## src/grs_pkg.sv

```systemverilog
package grs_pkg;

  localparam int CountW     = 16;
  localparam int NumRx      = 17;
  localparam int RxIdxW     = 5;
  localparam int HazW       = 56;
  localparam int TotW       = 61;
  localparam int DivW       = 62;
  localparam int DtW        = 48;
  localparam int ClkW       = 56;
  localparam int RateW      = 48;
  localparam int CfgIdxW    = 3;
  localparam int CfgDataW   = 32;
  localparam int RateFracW  = 24;

  localparam logic [31:0]     Ln2Q32    = 32'd2977044472;
  localparam logic [HazW-1:0] HazMax    = {HazW{1'b1}};
  localparam logic [DtW-1:0]  DtMax     = {DtW{1'b1}};
  localparam logic [ClkW-1:0] ClkMax    = {ClkW{1'b1}};
  localparam logic [31:0]     ProtReset = 32'h0100_0000;

  // configuration register indexes
  localparam logic [CfgIdxW-1:0] CFG_FUSION  = 3'd0;
  localparam logic [CfgIdxW-1:0] CFG_FISSION = 3'd1;
  localparam logic [CfgIdxW-1:0] CFG_DEGRADE = 3'd2;
  localparam logic [CfgIdxW-1:0] CFG_PROTECT = 3'd3;
  localparam logic [CfgIdxW-1:0] CFG_GAIN    = 3'd4;
  localparam logic [CfgIdxW-1:0] CFG_TARGET  = 3'd5;

  typedef enum logic [2:0] {
    ST_OK        = 3'd0,
    ST_EXTINCT   = 3'd1,
    ST_ZERO_RATE = 3'd2,
    ST_NEGATIVE  = 3'd3,
    ST_SATURATED = 3'd4
  } status_e;

  typedef enum logic [1:0] {SP_WS, SP_WF, SP_MS, SP_MF} species_e;

  // second factor of the count product
  typedef enum logic [1:0] {YK_ONE, YK_PAIR, YK_SPECIES} ykind_e;

  typedef enum logic [2:0] {RT_FUSION, RT_FISSION, RT_REP, RT_DEGF, RT_DEG} rate_e;

  // count deltas, two's complement
  localparam logic [2:0] D_M2 = 3'b110;
  localparam logic [2:0] D_M1 = 3'b111;
  localparam logic [2:0] D_00 = 3'b000;
  localparam logic [2:0] D_P1 = 3'b001;
  localparam logic [2:0] D_P2 = 3'b010;

  typedef struct packed {
    species_e   x;
    ykind_e     yk;
    species_e   y;
    rate_e      rate;
    logic [2:0] d_ws;
    logic [2:0] d_wf;
    logic [2:0] d_ms;
    logic [2:0] d_mf;
  } rx_info_t;

  localparam rx_info_t RX_TAB [NumRx] = '{
    '{SP_WS, YK_PAIR,    SP_WS, RT_FUSION,  D_M2, D_P2, D_00, D_00},
    '{SP_MS, YK_PAIR,    SP_MS, RT_FUSION,  D_00, D_00, D_M2, D_P2},
    '{SP_WF, YK_SPECIES, SP_WS, RT_FUSION,  D_M1, D_P1, D_00, D_00},
    '{SP_MF, YK_SPECIES, SP_MS, RT_FUSION,  D_00, D_00, D_M1, D_P1},
    '{SP_WF, YK_ONE,     SP_WF, RT_FISSION, D_P1, D_M1, D_00, D_00},
    '{SP_MF, YK_ONE,     SP_MF, RT_FISSION, D_00, D_00, D_P1, D_M1},
    '{SP_WF, YK_ONE,     SP_WF, RT_REP,     D_00, D_P1, D_00, D_00},
    '{SP_MF, YK_ONE,     SP_MF, RT_REP,     D_00, D_00, D_00, D_P1},
    '{SP_WS, YK_ONE,     SP_WS, RT_REP,     D_M1, D_P2, D_00, D_00},
    '{SP_MS, YK_ONE,     SP_MS, RT_REP,     D_00, D_00, D_M1, D_P2},
    '{SP_WF, YK_ONE,     SP_WF, RT_DEGF,    D_00, D_M1, D_00, D_00},
    '{SP_MF, YK_ONE,     SP_MF, RT_DEGF,    D_00, D_00, D_00, D_M1},
    '{SP_WS, YK_ONE,     SP_WS, RT_DEG,     D_M1, D_00, D_00, D_00},
    '{SP_MS, YK_ONE,     SP_MS, RT_DEG,     D_00, D_00, D_M1, D_00},
    '{SP_WF, YK_SPECIES, SP_MS, RT_FUSION,  D_00, D_00, D_M1, D_P1},
    '{SP_MF, YK_SPECIES, SP_WS, RT_FUSION,  D_M1, D_P1, D_00, D_00},
    '{SP_WS, YK_SPECIES, SP_MS, RT_FUSION,  D_M1, D_P1, D_M1, D_P1}
  };

endpackage

```

## src/grs_mul.sv

```systemverilog
module grs_mul
  import grs_pkg::*;
(
  input  logic        clk_i,
  input  logic [31:0] a_i,
  input  logic [31:0] b_i,
  output logic [63:0] p_o
);

  logic [63:0] p_q;

  // product is registered and lands in the cycle after the operands
  always_ff @(posedge clk_i) begin
    p_q <= {32'b0, a_i} * {32'b0, b_i};
  end

  assign p_o = p_q;

endmodule

```

## config.mk

```make
export PLATFORM = sky130hd
export DESIGN_NAME = grs_mul
export DESIGN_NICKNAME = d
export VERILOG_FILES = /design/src/grs_pkg.sv /design/src/grs_mul.sv
export SDC_FILE = /design/constraint.sdc
export NUM_CORES = 2
export LEC_CHECK = 0
export BUFFER_PORTS_ARGS = -buffer_cell sky130_fd_sc_hd__buf_2
export CAP_MARGIN = 20
export CORE_ASPECT_RATIO = 1.1
export CORE_UTILIZATION = 40
export DETAILED_ROUTE_END_ITERATION = 8
export SLEW_MARGIN = 20
export SYNTH_ARGS = -nofsm -noshare
export SYNTH_HDL_FRONTEND = slang
export SYNTH_SLANG_ARGS = --single-unit
```

## constraint.sdc

```tcl
create_clock -name clk_i -period 7.18 [get_ports clk_i]
set_input_delay 0 -clock clk_i [delete_from_list [all_inputs] [get_ports clk_i]]
set_output_delay 0 -clock clk_i [all_outputs]
set_load 0.005 [all_outputs]
```

**Yosys cells after proc, flatten, opt, wreduce, memory -nomap -nowiden**

Cells that the tools add are included.

- Logic and storage cells: 2
- Register bits after elaboration: 64
- Input port bits: 65
- Output and inout port bits: 64

- $mul: 1

Operators by type and width:

| kind | number |
|---|---|
| 32-bit by 32-bit multiplier with 64-bit output | 1 |

**Logic depth before layout (Yosys ltp)**

- Depth in word-level cells: 1
- Depth in mapped cells: 29
- Gate-level depth less buffers: 27

**Least setup slack after synthesis**

No wires, ideal clock.

- Path kind: in2reg
- Start: input port a_i[25]
- End: register p_q[62] (netlist: p_o[62])
- Arrival: 6.681 ns
- Cell stages on the path: 25
- Required time: 7.108 ns
- Library setup time: 0.072 ns
- Buffers on the path: 2
- Slack: 0.427 ns
- Path through: clkbuf_1 -> nand2_1 -> fa_1 -> inv_1 -> fa_1 -> inv_1 -> fa_1 -> inv_1 -> fa_1 -> fa_1 -> fa_1 -> fa_1 -> inv_1 -> fa_1 -> inv_1 -> ha_1 -> buf_2 -> nand4_1 -> or4_1 -> or3_1 -> a31oi_1 -> a31o_2 -> a211oi_1 -> o21ai_1 -> xor2_1

- Word-level cells in the longest chain between the ends: 1

Ends and longest elaborated chain:

| what | line | source |
|---|---|---|
| start: declaration | grs_mul.sv:5 | `input logic [31:0] a_i,` |
| 32-bit by 32-bit multiplier with 64-bit output | grs_mul.sv:14 | `p_q <= {32'b0, a_i} * {32'b0, b_i};` |
| end signal: assignment | grs_mul.sv:14 |  |
| end: declaration | grs_mul.sv:10 | `logic [63:0] p_q;` |

No other way between the ends.

**Worst setup path after layout**

- Start: input port b_i[8]
- End: register p_q[62] (netlist: p_o[62])

- Word-level cells in the longest chain between the ends: 1

Ends and longest elaborated chain:

| what | line | source |
|---|---|---|
| start: declaration | grs_mul.sv:6 | `input logic [31:0] b_i,` |
| 32-bit by 32-bit multiplier with 64-bit output | grs_mul.sv:14 |  |

No other way between the ends.

==> metrics <==
Placed Area=0.0376 mm²; worst rel slew slack=54.7%; GRT Util Overall=22.2%; number of hold buffers added after CTS=0; crit-path max FO=13; Worst path max stage delay=650 ps; Post-synth top flop=dfxtp_1; Multi-input gate area=0.0293 mm²; DRC=0; cts bufs inserted=9; Final Hold Fails=0; site row count=112; Nets=5089; WP buf/inv=6; vias in the first global route=27.0k; WP depth=24; setup slack after layout=220 ps; ys async rst share=0%; type of the tightest min-delay check=input pin to flip-flop; vias per inst=4.95; Clock Root Buffer=clkbuf_16; Worst-path clk slew=60 ps; Worst path top cell family by delay=adder cells; Placer Congestion=0.887; register area=0.00128 mm²; Post-CTS Setup Bufs=0; critical path type=input pin to flip-flop; CTS tree=built; Port Buffers=128; Die ar.=0.0879 mm²; Seq/Total Area, Yosys=3.69%; unrepaired setup endpoints after global routing=no; Tightest Pin Transition=679 ps; Final setup viols=0; post-CTS sizing=0; chip height=311 µm; H-Tree Level Count=3; Slowest-stage cell, CP=fa_1; DPL Wire Length=82600 µm; Setup crit end=p_o[62]; Clock Sink Count=64; Critical path origin=b_i[8]; dpl ws=-164 ps; fin crit share=96.9%; Post-Syn Area per Cell=9.25 µm²; max reg flops=64; post-synth cell types=57; crit-path cells=buf_2 > buf_4 > nand2_1 > fa_1 > fa_1 > fa_1 > fa_1 > inv_1 > fa_1 > fa_1 > fa_1 > inv_1 > fa_1 > inv_1 > ha_1 > nand2_1 > or4_1 > or3_1 > a31oi_2 > buf_4 > a31o_2 > a211oi_2 > o21ai_1 > xor2_1; MaxCap Viol Count=0; drt initial violations=1206; antenna violations before repair=4; EDFF count, synth=0; I/O Pins=129; DR WL/cell=18.6 µm; Setup TNS Final=0 ps; vias after detailed routing=24.8k; CTS max path bufs=2; Period minus WS final=6960 ps; first drt pass iteration count=7; global route overflow=0; Worst EP required=7460 ps; CP arrival=7240 ps; largest net degree at the start of global routing=33; initial core utilization=40.6%; synth warn=0; final core occ=44.5%; Mapped Nets=4972; Core Box Area=0.0853 mm²; share of layout cells above drive strength 1=9.30%; antenna-violating nets left=0; outcome=finished, final reports clean; FILL cells=8375; Synth-to-Final Area Change=9.44%; CP Launch Type=input pin; drt total wl=93200 µm; Highest Clock Rate=144 MHz; die width=283 µm; Gate Count Post-Synth=3748; post-route cell area=0.0380 mm²; Max Slew Vio Count=0; first-pass GRT wire length=149000 µm; CP most frequent cell=fa_1; FF+latch count, synth=64; Syn Std Cell Area=0.0347 mm²; Critical Path End Type=flip-flop
[cells in the mapped netlist, types with 12 or more instances]
master / n / area share (%)
a31oi_1: 12 / 0.22
a21o_1: 40 / 0.87
a21oi_1: 63 / 0.91
nor2_1: 20 / 0.22
fa_1: 896 / 52
clkbuf_1: 213 / 2.3
xor2_1: 25 / 0.63
and2_1: 602 / 11
o21ai_0: 21 / 0.30
nand4_1: 23 / 0.41
ha_1: 263 / 9.5
nand2_1: 480 / 5.2
and3_1: 14 / 0.25
xnor2_1: 35 / 0.88
dfxtp_1: 64 / 3.7
inv_1: 865 / 9.4
[cell type report]
type / instances / share of cell area [%]
Antenna cell: 2 / 0.0132
Clock buffer: 10 / 0.630
Clock inverter: 5 / 0.214
Inverter: 865 / 8.56
Multi-Input combinational cell: 2599 / 77.3
Sequential cell: 64 / 3.38
Tap cell: 1140 / 3.76
Timing Repair Buffer: 326 / 6.18
[routing by layer]
metal,vias to the layer above,part of all wire (%),global-route usage (%)
met1,13000,37,26.5
met2,581,55,40.9
li1,11100,-,-
met3,164,3.8,2.12
met4,6,4.2,7.92
met5,-,0.047,0
[metrics by stage]
stage	cells	hold slack, ps
2_1_floorplan	3748	127
3_3_place_gp	4994	375
3_5_place_dp	4994	380
4_1_cts	5009	206
5_1_grt	5010	209
6_report	5011	227
[cells by family after synthesis]
kind of cell / synth area share [%]
compound gates: 4.15
xor+xnor: 1.52
fa+ha+maj: 61.2
buf+inv: 11.8
flops: 3.69
mux: 0.0289
simple gates: 17.6
[worst min-delay path by stage]
| stage | start | to | slack, ps | cells past startpoint |
|---|---|---|---|---|
| 3_5_place_dp | p_o[44] | p_o[44] | 380 | 1 |
| 4_1_cts | a_i[0] | p_o[0] | 210 | 3 |
| 2_1_floorplan | b_i[0] | p_o[0] | 130 | 1 |
| 3_3_place_gp | p_o[63] | p_o[63] | 380 | 1 |
| 6_report | a_i[0] | p_o[0] | 230 | 3 |
| 5_1_grt | a_i[0] | p_o[0] | 210 | 3 |
[placed cells by master, fill, tap and decap left out, drive strengths merged, types with 12 or more instances in the layout]
| master | count |
|---|---|
| fa | 896 |
| inv | 865 |
| and2 | 602 |
| nand2 | 480 |
| buf | 324 |
| ha | 263 |
| a21oi | 66 |
| dfxtp | 64 |
| a21o | 40 |
| xnor2 | 35 |
| o21ai | 26 |
| xor2 | 25 |
| nand4 | 23 |
| nor2 | 20 |
| and3 | 14 |
| a31oi | 12 |
| clkbuf | 12 |
Power is not shown: default switching activity piles up to over one toggle a cycle in this logic, so the estimate is an artifact.
